File: config.mk
export PLATFORM = sky130hd
export DESIGN_NAME = ipc_rotate
export DESIGN_NICKNAME = d
export VERILOG_FILES = /design/src/rtl/ipc_pkg.sv /design/src/rtl/ipc_rotate.sv
export SDC_FILE = /design/constraint.sdc
export NUM_CORES = 2
export LEC_CHECK = 0
export BUFFER_PORTS_ARGS = -buffer_cell sky130_fd_sc_hd__buf_2
export CAP_MARGIN = 20
export CORE_MARGIN = 2
export CORE_UTILIZATION = 51
export DETAILED_ROUTE_END_ITERATION = 7
export GPL_TIMING_DRIVEN = 0
export PLACE_DENSITY = 0.67
export SETUP_SLACK_MARGIN = 0.5
export SYNTH_ARGS = -nofsm -noshare
export SYNTH_HDL_FRONTEND = slang
export SYNTH_SLANG_ARGS = --single-unit
File: constraint.sdc
create_clock -name clk -period 16.3 [get_ports clk]
set_input_delay 3.26 -clock clk [delete_from_list [all_inputs] [get_ports clk]]
set_output_delay 3.26 -clock clk [all_outputs]
set_load 0.01 [all_outputs]
File: src/rtl/ipc_pkg.sv
// Shared types and constants for the inverse Park / inverse Clarke transform.
package ipc_pkg;

  localparam int ANGLE_BITS_DEF       = 16;
  localparam int SINE_TABLE_DEPTH_DEF = 1024;

  localparam int FIELD_W = 16;
  localparam int OUT_W   = 18;

  localparam longint unsigned PI_HALF_Q30    = 64'd1686629713;
  localparam longint unsigned SQRT3_HALF_Q30 = 64'd929887697;
  localparam longint unsigned TAYLOR_DIV [1:9] = '{
    64'd6, 64'd20, 64'd42, 64'd72, 64'd110, 64'd156, 64'd210, 64'd272, 64'd342
  };

  localparam logic [2:0] PM_90_3PH  = 3'd0;
  localparam logic [2:0] PM_120_3PH = 3'd1;
  localparam logic [2:0] PM_180_2PH = 3'd2;
  localparam logic [2:0] PM_180_3PH = 3'd3;
  localparam logic [2:0] PM_OFF     = 3'd4;

  localparam logic [1:0] REG_PHASE_MODE     = 2'd0;
  localparam logic [1:0] REG_POLE_COUNT     = 2'd1;
  localparam logic [1:0] REG_USE_EXT_SINCOS = 2'd2;

  typedef struct packed {
    logic [2:0] phase_mode;
    logic [7:0] pole_count;
    logic       use_ext_sincos;
  } cfg_t;

  typedef struct packed {
    logic en_a;
    logic en_b;
  } pair_en_t;

endpackage

File: src/rtl/ipc_rotate.sv
// Inverse Park rotation: products, then rounded sums, two pipeline stages.
module ipc_rotate (
  input  logic                               clk,
  input  ipc_pkg::pair_en_t                  en,
  input  logic signed [ipc_pkg::FIELD_W-1:0] d_axis,
  input  logic signed [ipc_pkg::FIELD_W-1:0] q_axis,
  input  logic signed [ipc_pkg::FIELD_W-1:0] sine,
  input  logic signed [ipc_pkg::FIELD_W-1:0] cosine,
  output logic signed [ipc_pkg::OUT_W-1:0]   alpha,
  output logic signed [ipc_pkg::OUT_W-1:0]   beta
);

  logic signed [31:0] dc_r, qs_r, ds_r, qc_r;
  logic signed [32:0] sum_a, sum_b;
  logic signed [ipc_pkg::OUT_W-1:0] alpha_r, beta_r;

  always_comb begin
    sum_a = {dc_r[31], dc_r} - {qs_r[31], qs_r} + 33'sd16384;
    sum_b = {ds_r[31], ds_r} + {qc_r[31], qc_r} + 33'sd16384;
  end

  always_ff @(posedge clk) begin
    if (en.en_a) begin
      dc_r <= d_axis * cosine;
      qs_r <= q_axis * sine;
      ds_r <= d_axis * sine;
      qc_r <= q_axis * cosine;
    end
    if (en.en_b) begin
      alpha_r <= sum_a[32:15];
      beta_r  <= sum_b[32:15];
    end
  end

  assign alpha = alpha_r;
  assign beta  = beta_r;

endmodule

==> results.json <==
{
  "multiInputGateArea_mm2": 0.0372,
  "synth.top_cell.area_share": 0.441,
  "yosysMostFrequentCell": "inv_1",
  "synth_area_leaders": "fa_1, ha_1, edfxtp_1",
  "ios": 103,
  "ys_seq_elements": 164,
  "yosys_warnings": 0,
  "cts.sinks": 164,
  "ys_async_sr_fraction": 0,
  "die_w_um": 310,
  "relSlewSlack": 0.159,
  "syn_area_mm2": 0.0476,
  "worstMarginPinSlew_ps": 1260,
  "ant_nets": 0,
  "io_buffers": 102,
  "worstSetupPathType": "input port to flip-flop",
  "worst_setup_path_start_kind": "input port",
  "finalCritPeriodShare": 0.633,
  "hold_buffers": 0,
  "fin_nets": 6663,
  "outcome": "finished, final reports clean",
  "clkLatencyLatePin_ps": 530,
  "drcViolationCount": 0,
  "routedWlPerCell_um": 22.4,
  "grt_max_degree": 71,
  "drt_iter0_drc": 2938,
  "slew_violations": 0,
  "yosysSeqAreaShare": 0.103,
  "setup_viol": 0,
  "nFillCells": 8541,
  "synthesis.nets": 6536,
  "drt_first_pass_iters": 6,
  "cp_data_arrival_time_ps": 10540,
  "synth_edf_count": 164,
  "rsz0062_at_grt": "no",
  "cts.path.max_buffers": 2,
  "cp-end-kind": "flip-flop",
  "maxCapViolations": 0,
  "setup-tns-final_ps": 0,
  "cts_made_buffers": 17,
  "yosysTopAreaCell": "fa_1",
  "die_area_mm2": 0.0958,
  "postSynthAreaPerCell_um2": 9.58,
  "die_y_um": 310,
  "antenna_found_initial": 21,
  "regArea_mm2": 0.00492,
  "dpl.hpwl_um": 120000,
  "path_clk_slew_ps": 70,
  "vias": 34800,
  "ys.flop_type": "edfxtp_1",
  "grt_overflow": 0,
  "fin_skew_ps": 26.4,
  "areaGrowthSynthToFinish_pct": 5.98,
  "cts_htree_levels": 4,
  "post_cts_buffers": 0,
  "start_util": 0.512,
  "fmaxAchievable_ghz": 0.0970,
  "cp_max_fo": 10,
  "cts_tree": "built",
  "ctsRootBufferMaster": "clkbuf_16",
  "synth_cell_types": 79,
  "synthCells": 4971,
  "worstHoldPathType": "flip-flop to flip-flop",
  "cts_resized": 0,
  "grt_pass1_vias": 36200,
  "min_period_ps": 10310,
  "final_hold_viol_count": 0,
  "grt_pass1_wl_um": 218000,
  "finalWirelength_um": 143000,
  "synth_common_cells": "inv_1, fa_1, nand2_1, and2_1, ha_1",
  "fp-row-count": 112,
  "drive_gt1_frac": 0.0333,
  "grtUsageTotal": 0.315,
  "gp_congestion": 1.03,
  "viasPerCell": 5.46,
  "worstPathRequired_ps": 16530,
  "core_mm2": 0.0929
}
[path summary, 6_finish.rpt]
kind,startpoint,cells after the start,end,slack (ps)
hold reg to reg,qs_r[31],2,alpha[17],790
setup reg to reg,ds_r[5],11,beta[17],12790
hold / removal,qs_r[31],2,alpha[17],790
setup / recovery,cosine[1],24,dc_r[25],5990
[worst max-delay path, cell delays in order]
cell and delay, ps:
buf_2 160, clkbuf_1 890, nand2_1 240, inv_1 200, fa_1 440, inv_1 90
fa_1 410, fa_1 510, inv_1 50, fa_1 440, fa_1 510, inv_1 50
fa_1 470, inv_1 40, ha_1 260, clkbuf_1 320, nand2_1 90, nor3_1 350
nand2_1 120, o31ai_1 760, nand2_1 110, nand2_1 140, a31oi_1 100, xnor2_1 480
[per-stage QoR]
stage / area [µm²] / setup WS, ps / utilization / instances / hold WS [ps]
6_report: 50400 / 5990 / 0.543 / 6385 / 795
2_1_floorplan: 47600 / 7320 / - / 4971 / 657
4_1_cts: 50300 / 6170 / 0.542 / 6361 / 784
3_5_place_dp: 49700 / 5620 / 0.535 / 6329 / 770
3_3_place_gp: 49700 / 5670 / 0.535 / 6327 / 758
5_1_grt: 50400 / 5690 / 0.543 / 6368 / 809
[state kept, by name, summed over array words and instances (netlist names)]
| signal | count |
|---|---|
| ds_r | 32 |
| beta | 18 |
| dc_r | 32 |
| alpha | 18 |
| qc_r | 32 |
| qs_r | 32 |
[cell usage in the layout (no fill, tap or decap), types with 5 or more instances in the layout]
master,Yosys,layout
nor2b_1,6,6
nand3_1,30,30
nand2b_1,33,33
nor3_1,38,38
and2_1,500,500
ha_1,450,450
inv_1,1254,1254
a21o_1,55,55
xnor2_1,124,124
o2111ai_1,6,6
a21boi_0,5,5
a21oi_1,109,109
edfxtp_1,164,164
diode_2,0,20
clkbuf_1,193,193
and3_1,12,12
buf_2,0,101
o21a_1,22,22
o31ai_1,9,9
a211oi_1,11,11
xor2_1,35,35
nor2_1,123,123
clkbuf_16,0,17
o21ai_0,53,53
nand2_1,530,530
a31oi_1,15,15
o21bai_1,22,22
o211ai_1,11,11
or3_1,5,5
fa_1,1048,1048
nand4_1,18,18
[routing by layer]
layer | vias to the layer above | GRT usage | part of all wire
li1 | 15200 | - | -
met1 | 17800 | 0.425 | 0.40
met2 | 1590 | 0.477 | 0.44
met3 | 297 | 0.0788 | 0.10
met4 | 6 | 0.148 | 0.052
met5 | - | 0 | 0.00029
[area by class of cell]
cell class | count | share of cell area
Antenna cell | 20 | 0.000992
Buffer | 199 | 0.0150
Clock buffer | 17 | 0.00843
Clock inverter | 15 | 0.00315
Inverter | 1254 | 0.0933
Multi-Input combinational cell | 3354 | 0.738
Sequential cell | 164 | 0.0976
Tap cell | 1254 | 0.0311
Timing Repair Buffer | 108 | 0.0128
[kinds of logic after synthesis]
logic type | share of synthesized area
adder cells (fa/ha/maj) | 0.559
buffers and inverters | 0.115
AND/OR/NAND/NOR | 0.138
AO/OA/AOI/OAI | 0.0547
flip-flops | 0.103
XOR/XNOR | 0.0293
multiplexers | 0.000421
Power is not shown: default switching activity piles up to over one toggle a cycle in this logic, so the estimate is an artifact.
