<file path="config.mk">
export PLATFORM = sky130hd
export DESIGN_NAME = ipc_phase
export DESIGN_NICKNAME = d
export VERILOG_FILES = /design/src/rtl/ipc_pkg.sv /design/src/rtl/ipc_phase.sv
export SDC_FILE = /design/constraint.sdc
export NUM_CORES = 1
export LEC_CHECK = 0
export BUFFER_PORTS_ARGS = -buffer_cell sky130_fd_sc_hd__buf_2
export CELL_PAD_IN_SITES_DETAIL_PLACEMENT = 1
export CELL_PAD_IN_SITES_GLOBAL_PLACEMENT = 1
export CORE_AREA = 5 5 222 181
export DETAILED_ROUTE_END_ITERATION = 12
export DIE_AREA = 0 0 227 186
export PLACE_DENSITY = 0.79
export SETUP_SLACK_MARGIN = 0.1
export SYNTH_ARGS = -nofsm -noshare
export SYNTH_HDL_FRONTEND = slang
export SYNTH_SLANG_ARGS = --single-unit
</file>
<file path="constraint.sdc">
create_clock -name clk -period 8.4 [get_ports clk]
set_input_delay 0.42 -clock clk [delete_from_list [all_inputs] [get_ports clk]]
set_output_delay 0.42 -clock clk [all_outputs]
set_load 0.005 [all_outputs]
</file>
<file path="src/rtl/ipc_pkg.sv">
// Shared types and constants for the inverse Park / inverse Clarke transform.
package ipc_pkg;

  localparam int ANGLE_BITS_DEF       = 16;
  localparam int SINE_TABLE_DEPTH_DEF = 1024;

  localparam int FIELD_W = 16;
  localparam int OUT_W   = 18;

  localparam longint unsigned PI_HALF_Q30    = 64'd1686629713;
  localparam longint unsigned SQRT3_HALF_Q30 = 64'd929887697;
  localparam longint unsigned TAYLOR_DIV [1:9] = '{
    64'd6, 64'd20, 64'd42, 64'd72, 64'd110, 64'd156, 64'd210, 64'd272, 64'd342
  };

  localparam logic [2:0] PM_90_3PH  = 3'd0;
  localparam logic [2:0] PM_120_3PH = 3'd1;
  localparam logic [2:0] PM_180_2PH = 3'd2;
  localparam logic [2:0] PM_180_3PH = 3'd3;
  localparam logic [2:0] PM_OFF     = 3'd4;

  localparam logic [1:0] REG_PHASE_MODE     = 2'd0;
  localparam logic [1:0] REG_POLE_COUNT     = 2'd1;
  localparam logic [1:0] REG_USE_EXT_SINCOS = 2'd2;

  typedef struct packed {
    logic [2:0] phase_mode;
    logic [7:0] pole_count;
    logic       use_ext_sincos;
  } cfg_t;

  typedef struct packed {
    logic en_a;
    logic en_b;
  } pair_en_t;

endpackage

</file>
<file path="src/rtl/ipc_phase.sv">
// Phase mapping from alpha and beta onto U, V and W, two pipeline stages.
module ipc_phase (
  input  logic                             clk,
  input  ipc_pkg::pair_en_t                en,
  input  logic [2:0]                       phase_mode,
  input  logic signed [ipc_pkg::OUT_W-1:0] alpha,
  input  logic signed [ipc_pkg::OUT_W-1:0] beta,
  output logic signed [ipc_pkg::OUT_W-1:0] alpha_out,
  output logic signed [ipc_pkg::OUT_W-1:0] beta_out,
  output logic signed [ipc_pkg::OUT_W-1:0] phase_u,
  output logic signed [ipc_pkg::OUT_W-1:0] phase_v,
  output logic signed [ipc_pkg::OUT_W-1:0] phase_w
);

  localparam logic signed [30:0] SQRT3_HALF = 31'(ipc_pkg::SQRT3_HALF_Q30);

  logic signed [ipc_pkg::OUT_W-1:0] alpha7_r, beta7_r;
  logic signed [48:0]               m_r;
  logic signed [49:0]               a_sh, v_sum, w_sum;
  logic signed [ipc_pkg::OUT_W:0]   half;
  logic signed [ipc_pkg::OUT_W-1:0] u_nxt, v_nxt, w_nxt;
  logic signed [ipc_pkg::OUT_W-1:0] alpha_r, beta_r, u_r, v_r, w_r;

  always_comb begin
    a_sh  = 50'(alpha7_r) <<< 29;
    v_sum = -a_sh + 50'(m_r) + (50'sd1 <<< 29);
    w_sum = -a_sh - 50'(m_r) + (50'sd1 <<< 29);
    half  = (19'(beta7_r) + 19'sd1) >>> 1;
    case (phase_mode)
      ipc_pkg::PM_90_3PH: begin
        u_nxt = alpha7_r;
        v_nxt = '0;
        w_nxt = beta7_r;
      end
      ipc_pkg::PM_120_3PH: begin
        u_nxt = alpha7_r;
        v_nxt = v_sum[47:30];
        w_nxt = w_sum[47:30];
      end
      ipc_pkg::PM_180_2PH: begin
        u_nxt = half[ipc_pkg::OUT_W-1:0];
        v_nxt = '0;
        w_nxt = -half[ipc_pkg::OUT_W-1:0];
      end
      ipc_pkg::PM_180_3PH: begin
        u_nxt = half[ipc_pkg::OUT_W-1:0];
        v_nxt = alpha7_r;
        w_nxt = -half[ipc_pkg::OUT_W-1:0];
      end
      default: begin
        u_nxt = '0;
        v_nxt = '0;
        w_nxt = '0;
      end
    endcase
  end

  always_ff @(posedge clk) begin
    if (en.en_a) begin
      alpha7_r <= alpha;
      beta7_r  <= beta;
      m_r      <= beta * SQRT3_HALF;
    end
    if (en.en_b) begin
      alpha_r <= alpha7_r;
      beta_r  <= beta7_r;
      u_r     <= u_nxt;
      v_r     <= v_nxt;
      w_r     <= w_nxt;
    end
  end

  assign alpha_out = alpha_r;
  assign beta_out  = beta_r;
  assign phase_u   = u_r;
  assign phase_v   = v_r;
  assign phase_w   = w_r;

endmodule

</file>
==> out/results.ini, run 1 <==
[placement]
dp_hpwl_mm=48.4
port_buffers=131
dp_slack_ns=1.18
place_congestion=0.973

[route]
drc=0
drt_first_pass_iters=5
vias_per_cell=5.70
drt_iter0_markers=906
num_vias=13300
routed_wl_mm=58.1
drtAntennaViolNets=0
routedWlPerCell_um=24.8

[sta]
slew_violations=0
setup_tns_ns=0
fin_skew_ns=0.0143
fin_crit_ns=6.77
setup_viol=0
finalHoldViolCount=0
clock.fmax_ghz=0.148
fin_ws_ns=1.63
timing.hold.ws_ns=0.122
slew-limit-headroom_pct=20.3
period_share_pct=80.6
worstMarginPinSlew_ns=1.19
rsz0062_at_grt=no

[worst_setup_path]
crit_type=in2reg
critPathTopFamily=adder cells
cp-end-kind=flop
arrival_ns=6.98
critPathSlowestCell=fa_1
crit_fanout=7
critPathBufInv=3
path_cells=buf_2 > fa_1 > fa_1 > fa_1 > inv_1 > fa_1 > inv_1 > fa_1 > fa_1 > ha_1 > a21o_1 > a21o_1 > a311o_1 > a221o_1 > a41o_1 > a21oi_1 > o21ai_0 > a31oi_1 > xnor2_1
worstPathRequired_ns=8.62
cpMostUsedCell=fa_1
worstSetupStartpointType=primary input
slowest_delay_ns=0.73

[grt]
grt_pass1_wl_mm=88.2
grt_start_max_net_pins=91
grt_pass1_vias=14200
grt_overflow=0
grt_use_total_pct=28.2
antenna_found_initial=2

[clocking]
cts_tree=yes
root_buffer=clkbuf_16
clk_pin_slew_worst_paths_ns=0.07
clock_path_buffers=2
cts_sinks=170
h-tree-depth=4
cts_setup_buffers=0
cts_buffers=17
insertion_delay_ns=0.47
post_cts_resized=0
postCtsHoldBufs=0

[floorplanning]
fp-row-count=64
die-area_mm2=0.0422
core_area_mm2=0.0377
io_pins=132
die_w_um=227
initial_core_util_pct=49.1
fp.dieH_um=186

[min_path]
hold_class=in2reg

[logic_synthesis]
synth_edf_count=170
ys_ff_latch=170
synthFlopType=edfxtp_1
postSynth.asyncResetShare_pct=0
syn-num-nets=2236
syn_area_mm2=0.0185
netlist.top_cell.by_area=edfxtp_1
ys_seq_area_share_pct=27.6
yosys_warnings=0
synth_cells=1711
synth_area_leaders=edfxtp_1 (28%), fa_1 (24%), ha_1 (18%), inv_1 (7.1%), xnor2_1 (2.8%)
synth_cell_types=67
syn_avg_cell_area_um2=10.8
synth_top_cell_area_share_pct=27.6

[outcome]
status=complete, no violations

[layout]
layout-drive-gt1-share_pct=10.2
nets=2359
final_util_pct=53.7
antennaDiodeCount=0
syn_to_final_growth_pct=9.40

[run]
cap_violations=0

-- per-layer routing --
layer,share of wire (%),GRT usage [%],wire length [um]
met1,45,40.0,26100
met4,1.6,5.95,909
met3,8.4,7.73,4890
met2,45,44.1,26200
met5,0.046,0,27
-- cells in the mapped netlist, types with 4 or more instances --
library cell,number
and2_1,6
o31ai_1,5
buf_2,4
nor2b_1,13
o211ai_1,7
a21oi_1,56
nor4_1,12
o21a_1,12
xnor2_1,60
o21bai_1,7
a211oi_1,28
and3_1,14
or2_2,11
nor2_1,75
o21ai_0,62
o41ai_1,4
ha_1,261
or3_1,8
edfxtp_1,170
nand3_1,28
a21o_1,33
nand4_1,11
fa_1,222
nand2_1,60
nor3_1,27
clkbuf_1,27
a31oi_1,9
nand2b_1,6
inv_1,352
xor2_1,54
a22oi_1,13
-- final timing paths --
path / startpoint / end / slack, ns / cells after the start
worst min-delay path: alpha[8] / alpha7_r[8] / 0.12 / 1
worst min register to register: alpha7_r[17] / alpha_out[17] / 0.58 / 0
worst max register to register: alpha7_r[0] / phase_v[15] / 3.63 / 15
worst max-delay path: beta[12] / m_r[41] / 1.63 / 19
-- sequential cells by signal, indices dropped and copies added, names as in the netlist --
signal / flops
m_r: 44
alpha7_r: 18
alpha_out: 18
beta7_r: 18
beta_out: 18
phase_u: 18
phase_v: 18
phase_w: 18
-- cells by family (layout without fill, tap and decap cells) --
logic type / count (synthesis) / after routing / share of synthesized area (%)
simple gates: 285 / 285 / 7.69
fa+ha+maj: 483 / 483 / 41.6
compound gates: 271 / 271 / 9.66
xor+xnor: 114 / 114 / 5.39
mux: 4 / 4 / 0.223
buf+inv: 384 / 520 / 7.81
flops: 170 / 170 / 27.6
-- layout make-up --
class | instances | area [um^2]
clock buffers | 18 | 429
clock inverters | 14 | 118
fillers | 4119 | 17500
inverters | 352 | 1320
multi-input cells | 1157 | 12000
flip-flops and latches | 170 | 5100
well taps | 495 | 619
repair buffers | 136 | 698
-- placed cells by master (no fill, tap or decap), types with 8 or more instances in the layout --
cell | Yosys | routed
nand3_1 | 28 | 28
or3_1 | 8 | 8
ha_1 | 261 | 261
a31oi_1 | 9 | 9
nand2_1 | 60 | 60
fa_1 | 222 | 222
xor2_1 | 54 | 54
xnor2_1 | 60 | 60
and3_1 | 14 | 14
inv_1 | 352 | 352
edfxtp_1 | 170 | 170
nor4_1 | 12 | 12
buf_2 | 4 | 129
o21a_1 | 12 | 12
nor2b_1 | 13 | 13
or2_2 | 11 | 11
a211oi_1 | 28 | 28
nand4_1 | 11 | 11
o21ai_0 | 62 | 62
a21o_1 | 33 | 33
nor3_1 | 27 | 27
a22oi_1 | 13 | 13
clkbuf_16 | 0 | 17
nor2_1 | 75 | 75
a21oi_1 | 56 | 56
-- worst reg2reg max path: stages (launching register included) --
cell and delay (ns):
edfxtp_1 0.52, inv_1 0.17, ha_1 0.22, inv_1 0.09, or3_1 0.32, xor2_1 0.18, ha_1 0.33, inv_1 0.06
ha_1 0.34, a2111oi_0 0.64, o21ai_0 0.38, a31oi_1 0.62, a21oi_1 0.15, a21oi_1 0.23, xor2_1 0.16, o21ai_0 0.09
-- through the flow --
step | cell area, um^2 | cells
after floorplan | 18500 | 1711
after global placement | 19700 | 2310
after detailed placement | 19700 | 2310
after CTS | 20300 | 2342
after global routing | 20300 | 2342
final | 20300 | 2342
Power of run 1 is not shown: default switching activity piles up to over one toggle a cycle in this logic, so the estimate is an artifact.
==> inputs of run 2 (changes only) <==
clock period = 6.6 ns   (was 8.4 ns; I/O delays follow)
==> out/results.ini, run 2 (synthesized netlist as in run 1, its figures left out) <==
[outcome]
status=complete, no violations

[worst_setup_path]
reg2reg_depth=15
cp-end-kind=flop
cpMostUsedCell=fa_1
slowest_delay_ns=0.59
worstPathRequired_ns=6.81
arrival_ns=6.46
worstSetupStartpointType=primary input
crit_type=in2reg
crit_fanout=4
critPathSlowestCell=fa_1
path_cells=buf_2 > fa_1 > inv_1 > fa_1 > inv_1 > fa_1 > inv_1 > fa_1 > inv_1 > fa_1 > fa_1 > ha_1 > a21o_1 > a21o_1 > a311o_1 > a221o_1 > a41o_1 > a21oi_2 > o21ai_0 > a31oi_1 > xnor2_1

[placement]
dp_hpwl_mm=50.2
dp_slack_ns=-0.257
port_buffers=131
place_congestion=1.03
place_inst=2375

[floorplanning]
fp.dieH_um=186
fp-row-count=64
core_area_mm2=0.0377
die_w_um=227
initial_core_util_pct=49.1
io_pins=132
die-area_mm2=0.0422

[clocking]
root_buffer=clkbuf_16
insertion_delay_ns=0.46
postCtsHoldBufs=0
h-tree-depth=4
clock_path_buffers=2
cts_buffers=17
cts_tree=yes
cts_sinks=170
cts_setup_buffers=0
post_cts_resized=0
clk_pin_slew_worst_paths_ns=0.08

[route]
drtAntennaViolNets=0
routedWlPerCell_um=24.4
drc=0
routed_wl_mm=58.7
num_vias=13500
drt_first_pass_iters=5
drt_iter0_markers=1094
vias_per_cell=5.63

[sta]
fin_crit_ns=6.24
timing.hold.ws_ns=0.0529
setup_viol=0
slew-limit-headroom_pct=14.6
period_share_pct=94.6
worstMarginPinSlew_ns=1.27
slew_violations=0
rsz0062_at_grt=no
finalHoldViolCount=0
clock.fmax_ghz=0.160
fin_skew_ns=0.0212
fin_ws_ns=0.357

[grt]
grt_use_total_pct=28.4
grt_overflow=0
grt_pass1_vias=14700
grt_start_max_net_pins=91
antenna_found_initial=1
grt_pass1_wl_mm=89.1

[layout]
largest_register_ffs=44
antennaDiodeCount=0
final_util_pct=55.1
mostFrequentLayoutCell=inv_1
final_cell_mix=inv_1 (352), ha_1 (261), fa_1 (222), edfxtp_1 (170), buf_2 (129)
layout-drive-gt1-share_pct=13.5
nets=2424
syn_to_final_growth_pct=12.3
top_register=m_r
instances_no_fill=2407

[run]
cap_violations=0

[min_path]
hold_depth=1
hold_class=in2reg

==> run 2: final timing paths <==
path | startpoint | end | slack [ns]
worst max-delay path | beta[6] | m_r[41] | 0.36
worst min register to register | alpha7_r[17] | alpha_out[17] | 0.54
worst min-delay path | alpha[12] | alpha7_r[12] | 0.05
worst max register to register | alpha7_r[0] | phase_v[17] | 1.74
==> run 2: cell type report <==
type	instances	area [um^2]
Timing Repair Buffer	201	1190
Clock buffer	17	425
Multi-Input combinational cell	1157	12000
Clock inverter	15	158
Inverter	352	1320
Fill cell	4160	16900
Tap cell	495	619
Sequential cell	170	5100
==> run 2: routing by layer <==
metal / track usage [%] / part of all wire (%) / wire (um) / vias up
met5: 0 / 0.022 / 13 / -
met4: 7.20 / 2.4 / 1410 / 2
met3: 5.82 / 6.9 / 4050 / 72
met2: 45.4 / 46 / 26800 / 418
met1: 40.2 / 45 / 26400 / 6933
li1: - / - / - / 6121
==> run 2: critical path: cells and delay by family <==
| kind | cells | cell delay, ns |
|---|---|---|
| xor+xnor | 1 | 0.09 |
| compound gates | 8 | 2.22 |
| buf+inv | 5 | 0.38 |
| fa+ha+maj | 7 | 3.44 |
==> run 2: per-stage QoR <==
| step | cell area, um^2 | setup TNS (ns) |
|---|---|---|
| finish | 20800 | 0 |
| global route | 20800 | 0 |
| CTS | 20800 | 0 |
| detailed placement | 20200 | -1.44 |
| global placement | 20200 | -0.475 |
| floorplan | 18500 | 0 |
Power of run 2 is left out for the same reason.
