<file path="src/rtl/ipc_pkg.sv">
// Shared types and constants for the inverse Park / inverse Clarke transform.
package ipc_pkg;

  localparam int ANGLE_BITS_DEF       = 16;
  localparam int SINE_TABLE_DEPTH_DEF = 1024;

  localparam int FIELD_W = 16;
  localparam int OUT_W   = 18;

  localparam longint unsigned PI_HALF_Q30    = 64'd1686629713;
  localparam longint unsigned SQRT3_HALF_Q30 = 64'd929887697;
  localparam longint unsigned TAYLOR_DIV [1:9] = '{
    64'd6, 64'd20, 64'd42, 64'd72, 64'd110, 64'd156, 64'd210, 64'd272, 64'd342
  };

  localparam logic [2:0] PM_90_3PH  = 3'd0;
  localparam logic [2:0] PM_120_3PH = 3'd1;
  localparam logic [2:0] PM_180_2PH = 3'd2;
  localparam logic [2:0] PM_180_3PH = 3'd3;
  localparam logic [2:0] PM_OFF     = 3'd4;

  localparam logic [1:0] REG_PHASE_MODE     = 2'd0;
  localparam logic [1:0] REG_POLE_COUNT     = 2'd1;
  localparam logic [1:0] REG_USE_EXT_SINCOS = 2'd2;

  typedef struct packed {
    logic [2:0] phase_mode;
    logic [7:0] pole_count;
    logic       use_ext_sincos;
  } cfg_t;

  typedef struct packed {
    logic en_a;
    logic en_b;
  } pair_en_t;

endpackage

</file>
<file path="src/rtl/ipc_angle.sv">
// Electrical angle and quarter-wave table index, two pipeline stages.
module ipc_angle #(
  parameter int ANGLE_BITS       = ipc_pkg::ANGLE_BITS_DEF,
  parameter int SINE_TABLE_DEPTH = ipc_pkg::SINE_TABLE_DEPTH_DEF,
  localparam int IDX_W           = $clog2(SINE_TABLE_DEPTH + 1)
) (
  input  logic                            clk,
  input  ipc_pkg::pair_en_t               en,
  input  logic [7:0]                      pole_count,
  input  logic [ipc_pkg::FIELD_W-1:0]     rotor_angle,
  input  logic signed [ipc_pkg::FIELD_W-1:0] d_axis,
  input  logic signed [ipc_pkg::FIELD_W-1:0] q_axis,
  input  logic signed [ipc_pkg::FIELD_W-1:0] ext_sine,
  input  logic signed [ipc_pkg::FIELD_W-1:0] ext_cosine,
  output logic [1:0]                      quad,
  output logic [IDX_W-1:0]                idx,
  output logic signed [ipc_pkg::FIELD_W-1:0] d_out,
  output logic signed [ipc_pkg::FIELD_W-1:0] q_out,
  output logic signed [ipc_pkg::FIELD_W-1:0] es_out,
  output logic signed [ipc_pkg::FIELD_W-1:0] ec_out
);

  localparam int LOW_W  = ANGLE_BITS - 2;
  localparam int PROD_W = LOW_W + IDX_W;

  logic [7:0]                          pole_eff;
  logic [ipc_pkg::FIELD_W+7:0]         ang_prod;
  logic [ANGLE_BITS-1:0]               ang_r;
  logic [ANGLE_BITS-1:0]               ang_nxt;
  logic [PROD_W-1:0]                   scaled;
  logic signed [ipc_pkg::FIELD_W-1:0]  d1_r, q1_r, es1_r, ec1_r;
  logic [1:0]                          quad_r;
  logic [IDX_W-1:0]                    idx_r;
  logic signed [ipc_pkg::FIELD_W-1:0]  d2_r, q2_r, es2_r, ec2_r;

  always_comb begin
    pole_eff = (pole_count == 8'd0) ? 8'd1 : pole_count;
    ang_prod = {8'd0, rotor_angle} * {{ipc_pkg::FIELD_W{1'b0}}, pole_eff};
    ang_nxt  = ang_prod[ANGLE_BITS-1:0];
    scaled   = {{IDX_W{1'b0}}, ang_r[LOW_W-1:0]} * PROD_W'(SINE_TABLE_DEPTH);
  end

  always_ff @(posedge clk) begin
    if (en.en_a) begin
      ang_r <= ang_nxt;
      d1_r  <= d_axis;
      q1_r  <= q_axis;
      es1_r <= ext_sine;
      ec1_r <= ext_cosine;
    end
    if (en.en_b) begin
      quad_r <= ang_r[ANGLE_BITS-1:ANGLE_BITS-2];
      idx_r  <= scaled[LOW_W +: IDX_W];
      d2_r   <= d1_r;
      q2_r   <= q1_r;
      es2_r  <= es1_r;
      ec2_r  <= ec1_r;
    end
  end

  assign quad   = quad_r;
  assign idx    = idx_r;
  assign d_out  = d2_r;
  assign q_out  = q2_r;
  assign es_out = es2_r;
  assign ec_out = ec2_r;

endmodule

</file>
<file path="config.mk">
export PLATFORM = sky130hd
export DESIGN_NAME = ipc_angle
export DESIGN_NICKNAME = d
export VERILOG_FILES = /design/src/rtl/ipc_pkg.sv /design/src/rtl/ipc_angle.sv
export SDC_FILE = /design/constraint.sdc
export NUM_CORES = 1
export LEC_CHECK = 0
export BUFFER_PORTS_ARGS = -buffer_cell sky130_fd_sc_hd__buf_2
export CAP_MARGIN = 40
export CORE_ASPECT_RATIO = 1.5
export CORE_MARGIN = 4
export CORE_UTILIZATION = 54
export DETAILED_ROUTE_END_ITERATION = 10
export PLACE_DENSITY = 0.76
export SLEW_MARGIN = 0
export SYNTH_ARGS = -nofsm -noshare
export SYNTH_HDL_FRONTEND = slang
export SYNTH_SLANG_ARGS = --single-unit
</file>
<file path="constraint.sdc">
create_clock -name clk -period 6.21 [get_ports clk]
set_input_delay 0.621 -clock clk [delete_from_list [all_inputs] [get_ports clk]]
set_output_delay 0.621 -clock clk [all_outputs]
set_load 0.05 [all_outputs]
</file>
==> results of run 1 <==
-- synthesized netlist by cell type, drive strengths merged --
| cell type | number | area, µm² |
|---|---|---|
| fa | 60 | 1200 |
| conb | 1 | 3.75 |
| and4b | 1 | 10.0 |
| xnor2 | 19 | 166 |
| buf | 2 | 15.0 |
| nor2 | 8 | 30.0 |
| nor3 | 1 | 5.00 |
| or4 | 2 | 18.8 |
| xor2 | 3 | 26.3 |
| edfxtp | 152 | 4560 |
| o21ai | 1 | 5.00 |
| ha | 21 | 263 |
| and2 | 63 | 397 |
| o31a | 1 | 8.76 |
| nor2b | 4 | 25.0 |
| clkbuf | 7 | 26.3 |
| nor4 | 1 | 6.26 |
| nand4b | 1 | 8.76 |
| a21o | 5 | 37.5 |
| and4 | 2 | 20.0 |
| o21a | 3 | 22.5 |
| a32o | 1 | 10.0 |
| nand2 | 35 | 131 |
| inv | 46 | 173 |
| a21oi | 7 | 35.0 |
| a2111o | 1 | 11.3 |
| nand3 | 1 | 5.00 |
| a31o | 1 | 8.76 |
| a31oi | 1 | 6.26 |
-- critical path: cells and delay by family --
family | cells | cell delay [ns]
AND/OR/NAND/NOR | 5 | 1.25
adder cells (fa/ha/maj) | 4 | 1.75
AO/OA/AOI/OAI | 3 | 1.13
buffers and inverters | 3 | 0.28
-- state kept, by name, indices dropped and copies added, names as in the netlist --
name    count
d1_r       16
d_out      16
ang_r      12
ec1_r      16
es1_r      16
ec_out     16
es_out     16
q1_r       16
q_out      16
quad        2
idx        10
-- final timing paths --
path	endpoint	start	slack [ns]
setup / recovery	ang_r[14]	pole_count[2]	1.45
hold / removal	q1_r[14]	q_axis[14]	0.39
setup reg to reg	d_out[15]	d1_r[15]	5.53
hold reg to reg	ec_out[13]	ec1_r[13]	0.41
-- cell usage in the layout, fill, tap and decap left out, types with 2 or more instances in the layout --
master,count
buf_2,166
edfxtp_1,152
and2_1,62
fa_1,60
inv_1,46
nand2_1,35
ha_1,21
xnor2_1,19
clkbuf_16,17
nor2_1,8
a21oi_1,7
clkinv_2,7
a21o_1,5
nor2b_1,4
o21a_1,3
xor2_1,3
clkbuf_1,3
bufinv_16,2
buf_16,2
buf_4,2
-- per-stage QoR --
| step | worst slack (ns) | cell area, µm² | cells | hold slack (ns) | util (%) |
|---|---|---|---|---|---|
| 6_report | 1.45 | 8850 | 803 | 0.389 | 67.6 |
| 5_1_grt | 1.19 | 8840 | 802 | 0.369 | 67.6 |
| 4_1_cts | 1.46 | 8840 | 802 | 0.366 | 67.6 |
| 3_5_place_dp | 1.04 | 8300 | 771 | 0.405 | 63.4 |
| 3_3_place_gp | 1.16 | 8240 | 769 | 0.400 | 63.0 |
| 2_1_floorplan | 1.53 | 7240 | 451 | 0.400 | - |
-- kinds of logic after synthesis --
kind of cell | share of synthesized area [%]
flops | 63.0
simple gates | 9.07
fa+ha+maj | 20.2
buf+inv | 2.95
xor+xnor | 2.66
compound gates | 2.00
other cells | 0.0518
-- power breakdown --
group / switching, mW / internal (mW) / total (mW)
clock: 0.351 / 0.582 / 0.933
sequential: 0.0337 / 1.33 / 1.36
combinational: 0.664 / 0.445 / 1.11
-- layer usage --
| layer | wire length (µm) | vias up | global-route usage, % |
|---|---|---|---|
| li1 | - | 1889 | - |
| met1 | 5340 | 1997 | 23.3 |
| met2 | 7830 | 160 | 35.4 |
| met3 | 1160 | 5 | 4.10 |
| met4 | 101 | 0 | 5.52 |
| met5 | 0 | - | 0 |
-- layout make-up --
cell class | instances | area (µm²)
Tap cell | 159 | 199
Timing Repair Buffer | 170 | 901
Multi-Input combinational cell | 244 | 2460
Inverter | 46 | 173
Clock inverter | 11 | 108
Clock buffer | 20 | 437
Sequential cell | 152 | 4560
Antenna cell | 1 | 2.50
Fill cell | 886 | 4240
==> results_dict.tcl, run 1 <==
set metrics [dict create \
    io_pins 168 \
    grt.total_usage_pct 19.6 \
    power.total_mw 3.40 \
    rsz0062_at_grt "false" \
    finalHoldViolCount 0 \
    fin_crit_sh_pct 76.7 \
    crit_arrival_ns 5.03 \
    area_growth_pct 22.2 \
    setup-tns-final_ns 0 \
    place_congestion 0.885 \
    vias 4051 \
    worst_pin_slew_ns 0.503 \
    vias_per_cell 5.04 \
    hp-class "in -> reg" \
    ys_warn_count 0 \
    nets 803 \
    die_y_um 150 \
    cts_hold_buf 0 \
    grt_max_degree 69 \
    cp_common_cell "fa_1" \
    status "finished, final reports clean" \
    grt_antenna_before_repair 0 \
    drc 0 \
    first_global_vias 4308 \
    drv_cap 0 \
    slew_violations 0 \
    synthCells 451 \
    p_per_area_nw_per_um2 385 \
    grt_first_pass_wirelength_um 22500 \
    required_ns 6.47 \
    avgSynthCellArea_um2 16.1 \
    overflow 0 \
    numCtsBuffers 17 \
    leakage_nw 3.76 \
    skew_ns 0.00661 \
    cts_tree "built" \
    post_cts_resized 0 \
    end_kind "flop" \
    path_class "in -> reg" \
    start_util_pct 55.4 \
    ant_nets 0 \
    port_buffers 166 \
    syn-cell-area_um2 7240 \
    fmaxAchievable_ghz 0.210 \
    hold_path_depth 1 \
    die-area_um2 15400 \
    max-vdd-ir-drop_v 0.000212 \
    setup_violations 0 \
    clock_path_buffers 2 \
    cts-root-buf "clkbuf_16" \
    first_iter_violations 199 \
    start_kind "primary input" \
    dp_hpwl_um 10800 \
    syn-num-nets 623 \
    clk_pin_slew_ns 0.06 \
    wl_per_cell_um 18.0 \
    routed_wl_um 14400 \
    cts.htree.levels 4 \
    clock_latency_ns 0.40 \
    row_count 51 \
    slowest_delay_ns 0.54 \
    die_x_um 103 \
    cp_max_fo 17 \
    drive_gt1_share_pct 31.3 \
    ff2ff_path_depth 0 \
    fin_crit_ns 4.76 \
    post_cts_buffers 0 \
    clock-sinks 152 \
    path_cells "buf_2, nor4_1, a21o_1, and2_1, fa_1, fa_1, inv_1, fa_1, inv_1, ha_1, and4_1, a32o_1, or4_4, a2111o_1, nand3_1" \
    yosysSeqAreaShare_pct 63.0 \
    synth_cell_type_count 32 \
    coreArea_um2 13100 \
    slew_headroom_pct 66.5 \
    ys_ff_latch 152 \
    drtPass1Iterations 4 \
    cp_slowest_cell "fa_1" \
]
Note: power is estimated with default switching activity, not from simulation.
==> run 2, diff against run 1 <==
--- a/config.mk
+++ b/config.mk
@@ -5,13 +5,14 @@
 export SDC_FILE = /design/constraint.sdc
 export NUM_CORES = 1
 export LEC_CHECK = 0
+export ABC_AREA = 1
 export BUFFER_PORTS_ARGS = -buffer_cell sky130_fd_sc_hd__buf_2
 export CAP_MARGIN = 40
 export CORE_ASPECT_RATIO = 1.5
 export CORE_MARGIN = 4
-export CORE_UTILIZATION = 54
+export CORE_UTILIZATION = 55
 export DETAILED_ROUTE_END_ITERATION = 10
-export PLACE_DENSITY = 0.76
+export PLACE_DENSITY = 0.77
 export SLEW_MARGIN = 0
 export SYNTH_ARGS = -nofsm -noshare
 export SYNTH_HDL_FRONTEND = slang
==> constraint.sdc (replaced) <==
create_clock -name clk -period 4.39 [get_ports clk]
set_input_delay 0.439 -clock clk [delete_from_list [all_inputs] [get_ports clk]]
set_output_delay 0.439 -clock clk [all_outputs]
set_load 0.05 [all_outputs]
==> results_dict.tcl, run 2 <==
set metrics [dict create \
    setup_violations 0 \
    fmaxAchievable_ghz 0.252 \
    synth_commonest_cells "152 x edfxtp_1, 134 x nand2_1, 129 x inv_1" \
    grt_first_pass_wirelength_um 25500 \
    p_per_area_nw_per_um2 545 \
    synth_top_area_share_pct 59.8 \
    start_kind "primary input" \
    synthCells 608 \
    overflow 0 \
    drv_cap 0 \
    drtPass1Iterations 5 \
    most-common-layout-cells "165 x buf_2, 152 x edfxtp_1, 134 x nand2_1" \
    grt_use_met2_pct 37.7 \
    nets 968 \
    setup-tns-final_ns 0 \
    finalHoldViolCount 0 \
    io_pins 168 \
    grt_use_met1_pct 23.0 \
    first_global_vias 5104 \
    synth_area_leaders "edfxtp_1 60%, fa_1 16%, nand2_1 6.6%" \
    area_growth_pct 22.6 \
    port_buffers 166 \
    cts_tree "built" \
    syn-num-nets 780 \
    cts.htree.levels 4 \
    drive_gt1_share_pct 28.1 \
    slew_violations 0 \
    synth-async-reset-ratio_pct 0 \
    coreArea_um2 13500 \
    final_common_cell "buf_2" \
    cts_hold_buf 0 \
    max-vdd-ir-drop_v 0.000362 \
    die-area_um2 15900 \
    yosysMostFrequentCell "edfxtp_1" \
    status "finished, final reports clean" \
    required_ns 4.55 \
    synthFlopType "edfxtp_1" \
    ant_nets 0 \
    place_congestion 0.893 \
    path_class "in -> reg" \
    top_usage_layer "met2" \
    crit_arrival_ns 4.14 \
    grt_antenna_before_repair 0 \
    drc 0 \
    hp-class "in -> reg" \
    numCtsBuffers 17 \
    vias_per_cell 5.05 \
    skew_ns 0.00461 \
    yosysTopAreaCell "edfxtp_1" \
    routed_wl_um 15700 \
    fin_crit_sh_pct 90.5 \
    yosysSeqAreaShare_pct 59.8 \
    start_util_pct 56.4 \
    cp_max_fo 14 \
    syn-cell-area_um2 7640 \
    final_cell_count_no_fill 970 \
    die_x_um 104 \
    clock_path_buffers 2 \
    worst_hold_slack_ns 0.203 \
    grt_max_degree 42 \
    fin_crit_ns 3.97 \
    clock_latency_ns 0.41 \
    first_iter_violations 297 \
    ys_ff_latch 152 \
    dp_hpwl_um 12300 \
    rsz0062_at_grt "false" \
    dp.cells 939 \
    post_cts_buffers 0 \
    ys_warn_count 0 \
    post_cts_resized 0 \
    met3_usage_pct 4.79 \
    clock-sinks 152 \
    row_count 52 \
    avgSynthCellArea_um2 12.6 \
    die_y_um 152 \
    end_kind "flop" \
    leakage_nw 4.52 \
    vias 4900 \
    synth-edff-count 152 \
    cts-root-buf "clkbuf_16" \
    grt.total_usage_pct 20.5 \
    clk_pin_slew_ns 0.06 \
    n_antenna_cell 0 \
    dpl_worst_slack_ns 0.0251 \
    synth_cell_type_count 28 \
    worst_slack_ns 0.415 \
    wl_per_cell_um 16.1 \
]
[run 2: stage by stage]
stage | power, mW | cell area [µm²] | utilization [%]
after CTS | 5.11 | 9360 | 69.2
after floorplan | 3.20 | 7640 | -
after detailed placement | 3.70 | 8780 | 64.9
after global routing | 5.42 | 9360 | 69.2
after global placement | 3.63 | 8740 | 64.6
final | 5.11 | 9360 | 69.2
[run 2: cell families (layout without fill, tap and decap cells)]
logic type               after synthesis  after routing  share of synthesized area [%]
other                                  1              1                         0.0491
XOR/XNOR                              11             11                           1.26
AO/OA/AOI/OAI                         25             25                           2.10
AND/OR/NAND/NOR                      190            190                           10.1
adder cells (fa/ha/maj)               81             81                           19.2
buffers and inverters                148            348                           7.55
flip-flops                           152            152                           59.8
[run 2: layout make-up]
class | instances | area (µm²)
clock buffers | 18 | 429
clock inverters | 13 | 156
fillers | 953 | 4170
inverters | 130 | 488
multi-input cells | 308 | 2490
flip-flops and latches | 152 | 4560
well taps | 162 | 203
repair buffers | 187 | 1030
[run 2: routing by layer]
layer / part of all wire [%] / routed length [µm]
met5: 0 / 0
met4: 1.6 / 252
met3: 7.1 / 1110
met2: 54 / 8520
met1: 37 / 5780
[run 2: critical path, stage by stage]
cell and delay, ns:
buf_2 0.26, buf_4 0.19, nand2_1 0.07, fa_1 0.43, inv_1 0.07, fa_1 0.44, fa_1 0.56, fa_1 0.42
ha_1 0.34, nand2_1 0.08, o21ai_0 0.39, nand3_1 0.14, nand3_1 0.13, inv_1 0.05, nand3_1 0.07, nand2_1 0.05
[run 2: where the power goes]
group	internal [mW]	total (mW)	switching (mW)	leakage, nW
clock network	0.885	1.40	0.515	0.275
registers	1.87	1.92	0.0470	1.49
logic	0.643	1.78	1.14	2.75
[run 2: worst paths after layout]
kind	from	end	slack [ns]	cells past startpoint
setup / recovery	pole_count[2]	ang_r[15]	0.42	16
hold / removal	d_axis[10]	d1_r[10]	0.20	1
setup reg to reg	d1_r[10]	d_out[10]	3.73	0
hold reg to reg	d1_r[2]	d_out[2]	0.41	0
==> run 3, diff against run 2 <==
--- a/config.mk
+++ b/config.mk
@@ -10,9 +10,9 @@
 export CAP_MARGIN = 40
 export CORE_ASPECT_RATIO = 1.5
 export CORE_MARGIN = 4
-export CORE_UTILIZATION = 55
+export CORE_UTILIZATION = 40
 export DETAILED_ROUTE_END_ITERATION = 10
-export PLACE_DENSITY = 0.77
+export PLACE_DENSITY = 0.58
 export SLEW_MARGIN = 0
 export SYNTH_ARGS = -nofsm -noshare
 export SYNTH_HDL_FRONTEND = slang
==> results_dict.tcl, run 3 (same netlist as run 2, synthesis figures left out) <==
set metrics [dict create \
    status "finished, final reports clean" \
    start_kind "primary input" \
    hp-class "in -> reg" \
    fmaxAchievable_ghz 0.250 \
    setup_violations 0 \
    clock_path_buffers 2 \
    die_y_um 177 \
    dp_hpwl_um 12200 \
    most-common-layout-cells "164 x buf_2, 152 x edfxtp_1, 134 x nand2_1" \
    dpl_worst_slack_ns -0.0445 \
    final_common_cell "buf_2" \
    place_congestion 0.862 \
    overflow 0 \
    vias_per_cell 4.51 \
    routed_wl_um 15400 \
    wl_per_cell_um 14.4 \
    p_per_area_nw_per_um2 544 \
    post-route-util_pct 51.6 \
    clkPwrFrac_pct 27.7 \
    post_cts_buffers 0 \
    slowest_delay_ns 0.53 \
    final_cell_area_um2 9600 \
    cp_slowest_cell "fa_1" \
    path_cells "buf_2, nor2_2, nand2_1, o21bai_4, inv_1, buf_4, nor2_1, fa_1, fa_1, inv_1, fa_1, inv_1, ha_1, nand2_1, nor3_1, nand3_1, nand3_1, inv_1, nand3_1, nand2_1" \
    first_global_vias 5144 \
    numCtsBuffers 17 \
    max-vdd-ir-drop_v 0.000349 \
    grt_max_degree 70 \
    setup-tns-final_ns 0 \
    seqPwrFrac_pct 36.5 \
    nets 980 \
    required_ns 4.55 \
    cts_hold_buf 0 \
    n_antenna_cell 0 \
    path_class "in -> reg" \
    crit_buf_inv 6 \
    slew_violations 0 \
    end_kind "flop" \
    fin_crit_ns 3.99 \
    vias 4834 \
    clock-sinks 152 \
    die-area_um2 21400 \
    cts.htree.levels 4 \
    cell_internal_pwr_mw 3.51 \
    p_sw_share_pct 32.9 \
    leakage_nw 4.60 \
    drv_cap 0 \
    cts_tree "built" \
    path_delay_family "adder cells" \
    worst_slack_ns 0.398 \
    row_count 61 \
    io_pins 168 \
    skew_ns 0.00945 \
    cts-root-buf "clkbuf_16" \
    crit_arrival_ns 4.15 \
    grt.total_usage_pct 14.8 \
    p_sw_mw 1.72 \
    clock_latency_ns 0.41 \
    coreArea_um2 18600 \
    drc 0 \
    clk_pin_slew_ns 0.06 \
    cp_max_fo 10 \
    area_growth_pct 25.7 \
    rsz0062_at_grt "false" \
    combPwrFrac_pct 35.8 \
    drive_gt1_share_pct 29.1 \
    grt_first_pass_wirelength_um 24600 \
    die_x_um 121 \
    start_util_pct 41.0 \
    cp_common_cell "inv_1" \
    ant_nets 0 \
    fin_crit_sh_pct 90.9 \
    grt_antenna_before_repair 0 \
    placed_area_um2 9000 \
    post_cts_resized 0 \
    first_iter_violations 242 \
    drtPass1Iterations 4 \
    finalHoldViolCount 0 \
    port_buffers 166 \
]
-- run 3: cell types whose count changed in the layout (fill, tap and decap cells not counted), moves of 2 or more --
| cell | before | now |
|---|---|---|
| buf_16 | 0 | 2 |
| buf_4 | 19 | 32 |
| clkinv_2 | 3 | 1 |
| clkinv_4 | 2 | 4 |
| clkinvlp_4 | 4 | 1 |
| buf_12 | 3 | 1 |
| inv_6 | 0 | 2 |
-- run 3: layout make-up --
type / count / area, µm²
clock buffer: 19 / 433
clock inverter: 13 / 170
fill: 1689 / 9020
inverter: 130 / 488
multi-input combinational: 308 / 2490
sequential: 152 / 4560
tap: 252 / 315
timing repair buffer: 199 / 1140
-- run 3: layer usage --
layer	vias to the layer above	track usage (%)	routed length, µm
li1	2315	-	-
met1	2309	16.5	5850
met2	182	27.2	8150
met3	28	3.04	1000
met4	0	6.10	391
met5	-	0	0
-- run 3: per-stage QoR --
step | power [mW] | hold slack (ns) | std cells
after floorplan | 3.20 | 0.400 | 608
after CTS | 5.29 | 0.183 | 1073
final | 5.22 | 0.201 | 1073
after detailed placement | 3.83 | 0.405 | 1041
after global routing | 5.60 | 0.177 | 1073
after global placement | 3.79 | 0.401 | 1039
-- run 3: path summary, 6_finish.rpt --
kind,startpoint,endpoint,slack [ns],depth (start not counted)
worst max-delay path,pole_count[3],ang_r[15],0.40,20
worst min-delay path,q_axis[9],q1_r[9],0.20,1
worst max register to register,d1_r[10],d_out[10],3.75,0
worst min register to register,ec1_r[4],ec_out[4],0.41,0
-- run 3: power by group through the flow --
stage          clock [mW]  combinational [mW]  sequential [mW]
2_1_floorplan           0                1.01             2.19
3_3_place_gp            0                1.85             1.94
3_5_place_dp            0                1.89             1.94
4_1_cts              1.48                1.90             1.91
5_1_grt              1.57                2.11             1.92
6_report             1.45                1.87             1.91
